[src/hdl/rldu_pkg.sv]
`default_nettype none
package rldu_pkg;

  localparam int BLOCK_BYTES = 80;
  localparam int HEAD_BYTES  = 8;
  localparam int KEY_BYTES   = 4;
  localparam int TAIL_BYTES  = 16;
  localparam int BODY_END    = HEAD_BYTES + 4 * BLOCK_BYTES;
  localparam int RECORD_LEN  = BODY_END + TAIL_BYTES;

  localparam int POS_W     = $clog2(RECORD_LEN);
  localparam int OUT_POS_W = 9;
  localparam int OFF_W     = (BLOCK_BYTES > 2) ? $clog2(BLOCK_BYTES) : 1;

  localparam logic [31:0] LC_MUL = 32'h41C6_4E6D;
  localparam logic [31:0] LC_ADD = 32'h0000_6073;

  localparam int SHUF_LSB = 13;
  localparam int SHUF_W   = 5;

  localparam int Q_DEPTH = 2;
  localparam int Q_PTR_W = (Q_DEPTH > 2) ? $clog2(Q_DEPTH) : 1;
  localparam int Q_CNT_W = $clog2(Q_DEPTH + 1);

  // back-end operations
  localparam logic [2:0] OP_PASS     = 3'd0;  // byte unchanged
  localparam logic [2:0] OP_LOAD     = 3'd1;  // seed <= key, byte unchanged
  localparam logic [2:0] OP_EVEN     = 3'd2;  // step seed, xor bits 23:16
  localparam logic [2:0] OP_EVEN_KEY = 3'd3;  // restart from key, step, xor bits 23:16
  localparam logic [2:0] OP_ODD      = 3'd4;  // xor bits 31:24 of current seed

  typedef struct packed {
    logic [7:0] in_byte;
    logic       record_start;
  } in_t;

  typedef struct packed {
    logic [7:0]           out_byte;
    logic [OUT_POS_W-1:0] out_position;
    logic                 out_last;
  } out_t;

  typedef struct packed {
    logic [2:0]           op;
    logic [7:0]           data;
    logic [OUT_POS_W-1:0] position;
    logic                 last;
    logic [31:0]          key;
  } cmd_t;

  // Block order row for a shuffle value; order[0] in bits 7:6.
  function automatic logic [7:0] order_row(input logic [SHUF_W-1:0] sv);
    logic [SHUF_W-1:0] row;
    logic [7:0]        res;
    row = (sv[4:3] == 2'b11) ? {2'b00, sv[2:0]} : sv;
    case (row)
      5'd0:    res = {2'd0, 2'd1, 2'd2, 2'd3};
      5'd1:    res = {2'd0, 2'd1, 2'd3, 2'd2};
      5'd2:    res = {2'd0, 2'd2, 2'd1, 2'd3};
      5'd3:    res = {2'd0, 2'd3, 2'd1, 2'd2};
      5'd4:    res = {2'd0, 2'd2, 2'd3, 2'd1};
      5'd5:    res = {2'd0, 2'd3, 2'd2, 2'd1};
      5'd6:    res = {2'd1, 2'd0, 2'd2, 2'd3};
      5'd7:    res = {2'd1, 2'd0, 2'd3, 2'd2};
      5'd8:    res = {2'd2, 2'd0, 2'd1, 2'd3};
      5'd9:    res = {2'd3, 2'd0, 2'd1, 2'd2};
      5'd10:   res = {2'd2, 2'd0, 2'd3, 2'd1};
      5'd11:   res = {2'd3, 2'd0, 2'd2, 2'd1};
      5'd12:   res = {2'd1, 2'd2, 2'd0, 2'd3};
      5'd13:   res = {2'd1, 2'd3, 2'd0, 2'd2};
      5'd14:   res = {2'd2, 2'd1, 2'd0, 2'd3};
      5'd15:   res = {2'd3, 2'd1, 2'd0, 2'd2};
      5'd16:   res = {2'd2, 2'd3, 2'd0, 2'd1};
      5'd17:   res = {2'd3, 2'd2, 2'd0, 2'd1};
      5'd18:   res = {2'd1, 2'd2, 2'd3, 2'd0};
      5'd19:   res = {2'd1, 2'd3, 2'd2, 2'd0};
      5'd20:   res = {2'd2, 2'd1, 2'd3, 2'd0};
      5'd21:   res = {2'd3, 2'd1, 2'd2, 2'd0};
      5'd22:   res = {2'd2, 2'd3, 2'd1, 2'd0};
      5'd23:   res = {2'd3, 2'd2, 2'd1, 2'd0};
      default: res = {2'd0, 2'd1, 2'd2, 2'd3};
    endcase
    return res;
  endfunction

  // Slot that receives source block src.
  function automatic logic [1:0] slot_of(input logic [SHUF_W-1:0] sv, input logic [1:0] src);
    logic [7:0] row;
    logic [1:0] slot;
    row  = order_row(sv);
    slot = src;
    for (int j = 3; j >= 0; j--) begin
      if (row[7-2*j -: 2] == src) slot = 2'(j);
    end
    return slot;
  endfunction

endpackage
`default_nettype wire

[src/hdl/rldu_front.sv]
`default_nettype none
module rldu_front (
  input  wire logic          clk,
  input  wire logic          rst,
  input  wire logic          in_valid,
  output logic               in_stall,
  input  wire rldu_pkg::in_t in_data,
  input  wire logic          full,
  output logic               push,
  output rldu_pkg::cmd_t     cmd
);

  logic [rldu_pkg::POS_W-1:0]  pos, pos_next, eff_pos;
  logic [31:0]                 key, key_next;
  logic [rldu_pkg::SHUF_W-1:0] shuf;
  logic [rldu_pkg::OFF_W-1:0]  off;
  logic [1:0]                  src;
  logic                        last, is_body, is_tail, even;
  logic [rldu_pkg::POS_W-1:0]  body_pos;

  function automatic logic [rldu_pkg::POS_W-1:0] slot_mul(input logic [1:0] slot);
    return rldu_pkg::POS_W'(32'(slot) * rldu_pkg::BLOCK_BYTES);
  endfunction

  assign in_stall = full;
  assign push     = in_valid && !full;

  always_comb begin
    eff_pos  = in_data.record_start ? '0 : pos;
    last     = (eff_pos == rldu_pkg::POS_W'(rldu_pkg::RECORD_LEN - 1));
    pos_next = last ? '0 : rldu_pkg::POS_W'(eff_pos + 1'b1);
    is_body  = (eff_pos >= rldu_pkg::POS_W'(rldu_pkg::HEAD_BYTES)) &&
               (eff_pos <  rldu_pkg::POS_W'(rldu_pkg::BODY_END));
    is_tail  = (eff_pos >= rldu_pkg::POS_W'(rldu_pkg::BODY_END));
    // head and body lengths are even, so pair parity follows the position
    even     = !eff_pos[0];

    key_next = key;
    if (eff_pos < rldu_pkg::POS_W'(rldu_pkg::KEY_BYTES)) begin
      case (eff_pos[1:0])
        2'd0:    key_next = {24'd0, in_data.in_byte};
        2'd1:    key_next = key | {16'd0, in_data.in_byte, 8'd0};
        2'd2:    key_next = key | {8'd0, in_data.in_byte, 16'd0};
        2'd3:    key_next = key | {in_data.in_byte, 24'd0};
        default: key_next = key;
      endcase
    end

    body_pos = rldu_pkg::POS_W'(rldu_pkg::HEAD_BYTES)
             + rldu_pkg::POS_W'(slot_mul(rldu_pkg::slot_of(shuf, src)))
             + rldu_pkg::POS_W'(off);

    cmd.data     = in_data.in_byte;
    cmd.last     = last;
    cmd.key      = key_next;
    cmd.position = rldu_pkg::OUT_POS_W'(is_body ? body_pos : eff_pos);
    if (eff_pos == rldu_pkg::POS_W'(rldu_pkg::KEY_BYTES - 1))
      cmd.op = rldu_pkg::OP_LOAD;
    else if (eff_pos == rldu_pkg::POS_W'(rldu_pkg::BODY_END))
      cmd.op = rldu_pkg::OP_EVEN_KEY;
    else if (is_body || is_tail)
      cmd.op = even ? rldu_pkg::OP_EVEN : rldu_pkg::OP_ODD;
    else
      cmd.op = rldu_pkg::OP_PASS;
  end

  always_ff @(posedge clk) begin
    if (rst) begin
      pos  <= '0;
      key  <= '0;
      shuf <= '0;
      off  <= '0;
      src  <= '0;
    end else if (push) begin
      pos <= pos_next;
      key <= key_next;
      if (eff_pos == rldu_pkg::POS_W'(rldu_pkg::KEY_BYTES - 1))
        shuf <= key_next[rldu_pkg::SHUF_LSB +: rldu_pkg::SHUF_W];
      if (eff_pos == rldu_pkg::POS_W'(rldu_pkg::HEAD_BYTES - 1)) begin
        off <= '0;
        src <= '0;
      end else if (is_body) begin
        if (off == rldu_pkg::OFF_W'(rldu_pkg::BLOCK_BYTES - 1)) begin
          off <= '0;
          src <= src + 2'd1;
        end else begin
          off <= off + 1'b1;
        end
      end
    end
  end

endmodule
`default_nettype wire

[src/hdl/rldu_fifo.sv]
`default_nettype none
module rldu_fifo (
  input  wire logic           clk,
  input  wire logic           rst,
  input  wire logic           push,
  input  wire rldu_pkg::cmd_t wr_data,
  input  wire logic           pop,
  output rldu_pkg::cmd_t      rd_data,
  output logic                full,
  output logic                empty
);

  rldu_pkg::cmd_t                entry [rldu_pkg::Q_DEPTH];
  logic [rldu_pkg::Q_PTR_W-1:0]  wr_ptr, rd_ptr;
  logic [rldu_pkg::Q_CNT_W-1:0]  count;

  assign full    = (count == rldu_pkg::Q_CNT_W'(rldu_pkg::Q_DEPTH));
  assign empty   = (count == '0);
  assign rd_data = entry[rd_ptr];

  function automatic logic [rldu_pkg::Q_PTR_W-1:0] ptr_inc(
    input logic [rldu_pkg::Q_PTR_W-1:0] p);
    return (p == rldu_pkg::Q_PTR_W'(rldu_pkg::Q_DEPTH - 1)) ? '0 : p + 1'b1;
  endfunction

  always_ff @(posedge clk) begin
    if (push) entry[wr_ptr] <= wr_data;
  end

  always_ff @(posedge clk) begin
    if (rst) begin
      wr_ptr <= '0;
      rd_ptr <= '0;
      count  <= '0;
    end else begin
      if (push) wr_ptr <= ptr_inc(wr_ptr);
      if (pop)  rd_ptr <= ptr_inc(rd_ptr);
      if (push && !pop)      count <= count + 1'b1;
      else if (pop && !push) count <= count - 1'b1;
    end
  end

endmodule
`default_nettype wire

[src/hdl/rldu_back.sv]
`default_nettype none
module rldu_back (
  input  wire logic           clk,
  input  wire logic           rst,
  input  wire logic           empty,
  input  wire rldu_pkg::cmd_t cmd,
  output logic                pop,
  output logic                out_valid,
  input  wire logic           out_stall,
  output rldu_pkg::out_t      out_data
);

  logic [31:0] seed, base, step;
  logic [7:0]  val;

  assign pop = !empty && (!out_valid || !out_stall);

  always_comb begin
    base = (cmd.op == rldu_pkg::OP_EVEN_KEY) ? cmd.key : seed;
    step = base * rldu_pkg::LC_MUL + rldu_pkg::LC_ADD;
    case (cmd.op)
      rldu_pkg::OP_EVEN,
      rldu_pkg::OP_EVEN_KEY: val = cmd.data ^ step[23:16];
      rldu_pkg::OP_ODD:      val = cmd.data ^ seed[31:24];
      default:               val = cmd.data;
    endcase
  end

  always_ff @(posedge clk) begin
    if (rst) begin
      seed      <= '0;
      out_valid <= 1'b0;
    end else if (pop) begin
      out_valid <= 1'b1;
      case (cmd.op)
        rldu_pkg::OP_LOAD:     seed <= cmd.key;
        rldu_pkg::OP_EVEN,
        rldu_pkg::OP_EVEN_KEY: seed <= step;
        default:               seed <= seed;
      endcase
    end else if (!out_stall) begin
      out_valid <= 1'b0;
    end
  end

  always_ff @(posedge clk) begin
    if (pop) begin
      out_data.out_byte     <= val;
      out_data.out_position <= cmd.position;
      out_data.out_last     <= cmd.last;
    end
  end

endmodule
`default_nettype wire

[src/hdl/record_lcrng_decrypt_unshuffle.sv]
// Record decryptor/unshuffler: takes one encrypted record byte per transfer and returns
// one decrypted byte with its index in the unshuffled record. Sustained rate is one
// byte per cycle on both sides while out_stall is low. Each byte is registered in the
// queue and at the output. The front end tracks the record position, gathers the key
// and maps body bytes to their block slot; a two-entry queue feeds the back end, whose
// single keystream step (one 32-bit constant multiply and add per byte pair) sets the
// rate. record_start restarts a record at any byte; records may follow back to back.
`default_nettype none
module record_lcrng_decrypt_unshuffle (
  input  wire logic           clk,
  input  wire logic           rst,
  input  wire logic           in_valid,
  output logic                in_stall,
  input  wire rldu_pkg::in_t  in_data,
  output logic                out_valid,
  input  wire logic           out_stall,
  output rldu_pkg::out_t      out_data
);

  rldu_pkg::cmd_t wr_cmd, rd_cmd;
  logic           push, pop, full, empty;

  rldu_front u_front (
    .clk      (clk),
    .rst      (rst),
    .in_valid (in_valid),
    .in_stall (in_stall),
    .in_data  (in_data),
    .full     (full),
    .push     (push),
    .cmd      (wr_cmd)
  );

  rldu_fifo u_fifo (
    .clk     (clk),
    .rst     (rst),
    .push    (push),
    .wr_data (wr_cmd),
    .pop     (pop),
    .rd_data (rd_cmd),
    .full    (full),
    .empty   (empty)
  );

  rldu_back u_back (
    .clk       (clk),
    .rst       (rst),
    .empty     (empty),
    .cmd       (rd_cmd),
    .pop       (pop),
    .out_valid (out_valid),
    .out_stall (out_stall),
    .out_data  (out_data)
  );

endmodule
`default_nettype wire

[config.mk]
export PLATFORM = sky130hd
export DESIGN_NAME = record_lcrng_decrypt_unshuffle
export DESIGN_NICKNAME = d
export VERILOG_FILES = /design/src/hdl/rldu_pkg.sv /design/src/hdl/rldu_front.sv /design/src/hdl/rldu_fifo.sv /design/src/hdl/rldu_back.sv /design/src/hdl/record_lcrng_decrypt_unshuffle.sv
export SDC_FILE = /design/constraint.sdc
export NUM_CORES = 1
export LEC_CHECK = 0
export ABC_AREA = 1
export BUFFER_PORTS_ARGS = -buffer_cell sky130_fd_sc_hd__buf_2
export CAP_MARGIN = 20
export CORE_MARGIN = 2
export CORE_UTILIZATION = 49
export CTS_CLUSTER_SIZE = 12
export DETAILED_ROUTE_END_ITERATION = 10
export GPL_ROUTABILITY_DRIVEN = 0
export PLACE_DENSITY = 0.76
export SYNTH_ARGS = -nofsm -noshare
export SYNTH_HDL_FRONTEND = slang
export SYNTH_HIERARCHICAL = 1
export SYNTH_SLANG_ARGS = --single-unit
export TNS_END_PERCENT = 100
[constraint.sdc]
create_clock -name clk -period 7.5 [get_ports clk]
set_input_delay 0 -clock clk [delete_from_list [all_inputs] [get_ports clk]]
set_output_delay 0 -clock clk [all_outputs]
set_load 0.02 [all_outputs]
# After elaboration in Yosys (flattened, before gate mapping)
# Memory sizes are Yosys's and may differ from the RTL's. A register that Yosys moved wholly into a read port is not among the register bits.
# Index checks and enable logic that the tools add are counted.
# totals
register_bits	110
mem_bits_rw	106
rom_bits	256
inputBits	13
output_inout_bits	20
memories	2
# op_classes
addsub	10
n_mul	2
magnitude_cmp	4
eq_ne	19
n_mux	33
bitwise_logic	5
n_reduce_logical	24
# memory_table
memory	depth	word_bits	rd	rd_ports_with_merged_regs	write_ports	line_no	source
(name not given)	32	8	1	0	0	rldu_pkg.sv:56	case (row)
u_fifo.entry	2	53	1	1	1	rldu_fifo.sv:13	rldu_pkg::cmd_t entry [rldu_pkg::Q_DEPTH];
# op_table
cell	count
32-bit one-hot mux with 4 select lines	1
32-bit two-way mux	2
32-bit one-hot mux with 2 select lines	1
32-bit by 15-bit adder with 32-bit output (second input constant)	1
32-bit by 31-bit multiplier with 32-bit output (second input constant)	1
32-bit by 16-bit OR with 32-bit output	1
32-bit by 24-bit OR with 32-bit output	1
32-bit OR	1
9-bit two-way mux	3
7-bit two-way mux	3
9-bit == test (second input constant)	2
2-bit two-way mux	9
8-bit one-hot mux with 2 select lines	1
8-bit bitwise XOR	2
3-bit two-way mux	4
4-bit by 9-bit adder with 9-bit output (first input constant)	1
9-bit by 1-bit adder with 9-bit output (second input constant)	1
9-bit by 7-bit adder with 9-bit output	1
9-bit by 2-bit == test with 1-bit output (second input constant)	1
9-bit by 3-bit == test with 1-bit output (second input constant)	1
9-bit by 4-bit greater-or-equal comparator with 1-bit output (second input constant)	1
9-bit greater-or-equal comparator (second input constant)	1
9-bit by 3-bit < comparator with 1-bit output (second input constant)	1
9-bit < comparator (second input constant)	1
23 further kinds	55

# Depth between registers and ports, before layout
# An unclocked memory read counts as a cell.
# depth
depth_word	12
mapped_depth	41
ltp_nobuf	37

# Hierarchy
# The synthesis kept the hierarchy.
# modules_own_cells
mod	n_inst	cells_each	area_per_inst_um2	seq_area_each_um2
rldu_back	1	1516	12349.3	1201.2
rldu_fifo	1	198	4305.4	3283.1
rldu_front	1	617	3903.7	1101.1

# Least setup slack after synthesis
# Ideal clock, no wire load.
# synth_timing
path_kind	reg2reg
from	register with a tool-made name
to	register, netlist name u_back/out_data[15]
setup_time_ns	0.258
t_arrival_ns	7.757
t_required_ns	7.242
slack_ns	-0.514
path_stages_with_launch	36
n_path_buf	4
synth_period_minus_slack_ns	8.014
cell_sequence	dfxtp_1 buf_6 buf_12 mux2_4 inv_2 nand3_4 buf_6 clkbuf_1 o21ai_0 inv_1 ha_1 ha_1 or2_2 fa_1 inv_1 fa_1 inv_1 ha_1 inv_1 fa_1 inv_1 fa_1 inv_1 fa_1 inv_1 ha_1 a21o_1 a21oi_1 nand3_1 a21oi_1 o21ai_0 a21oi_1 o21ai_0 nand2_1 nand2_1 xnor2_1

==> impl_metrics.json <==
{
  "grt_overflow": 0,
  "synth_edf_count": 124,
  "regArea_mm2": 0.00559,
  "period_share_pct": 102,
  "die_y_um": 209,
  "route.detailed.drc": 0,
  "crit_path_end_kind": "flip-flop",
  "dr.pass1.iters": 6,
  "die_width_um": 209,
  "cap_violations": 0,
  "die_area_mm2": 0.0436,
  "r2r_end": "u_back/out_data[16]",
  "skew_ps": 24.7,
  "synth_top_area_share_pct": 18.9,
  "slew_headroom_pct": 21.3,
  "start_util_pct": 49.3,
  "r2r_slack_ps": -160,
  "areaGrowthSynthToFinish_pct": 20.0,
  "drt-initial-drc-count": 1597,
  "vias": 16900,
  "yosys.area.top_type": "fa_1",
  "violations": "setup timing",
  "slew_viol_final": 0,
  "fmax_mhz": 131,
  "async_reset_ff_share_pct": 0,
  "ys_warn_count": 6,
  "nets": 2962,
  "arrival_ps": 7920,
  "synthTopCellsByCount": "inv_1, nand2_1, ha_1, fa_1, a21oi_1",
  "r2r_cells": 34,
  "synth_seq_area_share_pct": 27.2,
  "grt_pass1_vias": 17000,
  "io_buffers": 32,
  "syn_area_per_cell_um2": 8.82,
  "io_pins": 33,
  "hp-class": "input port to flip-flop",
  "antenna_left": 0,
  "wl_um": 57700,
  "synth_cells": 2331,
  "grt_first_pass_wirelength_um": 85900,
  "ys_types": 52,
  "grt_max_degree": 71,
  "tightest_slew_ps": 1180,
  "numCtsBuffers": 23,
  "placed_cells": 2992,
  "final.min_clock_period_ps": 7660,
  "yosys_most_used_dff": "edfxtp_1",
  "insertion_delay_ps": 510,
  "clk_pin_slew_ps": 60,
  "cp_slowest_stage_delay_ps": 560,
  "ys_ff_latch": 217,
  "worst_path_max_delay_cell": "fa_1",
  "num_rows": 75,
  "via_per_inst": 5.48,
  "start_kind": "flip-flop",
  "hold_violations": 0,
  "track_usage_pct": 24.5,
  "yosys.cell_count.top_type": "inv_1",
  "cts_root_buffer": "clkbuf_16",
  "post-place-ws_ps": -235,
  "multi_input_area_mm2": 0.0135,
  "setup-violations-final": 2,
  "dpl.hpwl_um": 42200,
  "crit_end": "u_back/out_data[16]",
  "antenna_cells": 0,
  "cts.path.max_buffers": 3,
  "post_drt_wl_per_cell_um": 18.7,
  "ctsHtreeMaxLevel": 1,
  "fillers": 3235,
  "antenna_found_initial": 0,
  "cts_tree": "built",
  "crit_fanout": 6,
  "synth_area_mm2": 0.0206,
  "synth_nets": 2761,
  "final.setup.worst_slack_ps": -162,
  "crit_required_ps": 7760,
  "core_area_mm2": 0.0417,
  "crit_type": "flip-flop to flip-flop",
  "final_layout_size_suffix_gt1_share_pct": 22.6,
  "stdcell_count": 3088,
  "status": "complete, but fails checks",
  "cts_sinks": 217,
  "yosys-top-cells-area": "fa_1, edfxtp_1, ha_1"
}
-- per-layer routing --
metal / wire, µm / vias to the layer above / track usage (%)
met2: 28000 / 825 / 42.9
met1: 21600 / 8148 / 31.2
met5: 0 / - / 0
li1: - / 7680 / -
met3: 4340 / 262 / 2.46
met4: 3710 / 0 / 9.98
-- through the flow --
stage	TNS (ps)	util, %	hold slack (ps)	cell area [µm²]
global route	-2630	59.2	93.8	24700
CTS	0	55.7	45.8	23200
global placement	-758	53.4	268	22200
floorplan	-24.1	-	72.4	20600
finish	-288	59.2	56.4	24700
detailed placement	-1740	53.4	282	22300
-- final cells by class --
class,instances,area share [%]
multi-input combinational,1434,54.6
sequential,217,22.7
inverter,621,9.54
timing repair buffer,235,7.53
tap,539,2.73
clock buffer,36,2.57
clock inverter,6,0.345
-- worst min path at each step --
| stage | startpoint | cells past startpoint | to | slack (ps) |
|---|---|---|---|---|
| 6_report | in_valid | 5 | u_front/pos[2] | 60 |
| 5_1_grt | in_valid | 6 | u_front/pos[7] | 90 |
| 4_1_cts | in_data[0] | 6 | u_front/pos[8] | 50 |
| 3_5_place_dp | out_stall | 3 | u_back/out_valid | 280 |
| 3_3_place_gp | out_stall | 3 | u_back/out_valid | 270 |
| 2_1_floorplan | rst | 1 | flip-flop | 70 |
-- logic make-up after synthesis --
family | share of synthesized area (%)
and+or+nand+nor | 12.3
muxes | 3.86
buffers and inverters | 13.2
AOI/OAI and AO/OA | 9.28
xor gates and xnor gates | 1.66
adders and majority gates | 32.5
DFF | 27.2
-- registers in the layout (all words and copies together), names as in the netlist, named ones only --
name,count
u_fifo/entry,106
u_back/seed,32
u_front/key,32
u_back/out_data,18
u_front/pos,9
u_front/off,7
u_front/shuf,5
u_fifo/count,2
u_front/src,2
u_back/out_valid,1
u_fifo/rd_ptr,1
u_fifo/wr_ptr,1
-- critical path: cells and delay by family, from the launching register on --
family                     cells  cell delay [ps]
AOI/OAI and AO/OA              4              470
muxes                          1              340
adders and majority gates      9             3890
buffers and inverters         12             1140
xor gates and xnor gates       1              110
and+or+nand+nor                7             1070
DFF                            1              390
-- cell usage in the layout (no fill, tap or decap), types with 40 or more instances in the layout --
| cell | n |
|---|---|
| fa_1 | 179 |
| mux2_4 | 50 |
| o21ai_0 | 59 |
| dfxtp_1 | 92 |
| ha_4 | 40 |
| edfxtp_1 | 124 |
| inv_1 | 573 |
| a21oi_1 | 136 |
| nand3_1 | 69 |
| nand2_1 | 297 |
| ha_1 | 181 |
| buf_4 | 177 |
| o21ai_1 | 63 |
| nor2_1 | 70 |
-- what timing repair did --
item                                    in CTS  in global routing
cloned                                       1                  2
buffers inserted                             3                 39
resized for setup                           29                256
pin swaps                                    3                101
endpoints found under the setup margin      15                 23
hold endpoints to repair                    26                  0
hold buffers                                 9                  0
Power is left out: the tool's default activity adds up to more than one toggle a clock period on the data nets, which glitch-free logic cannot reach.
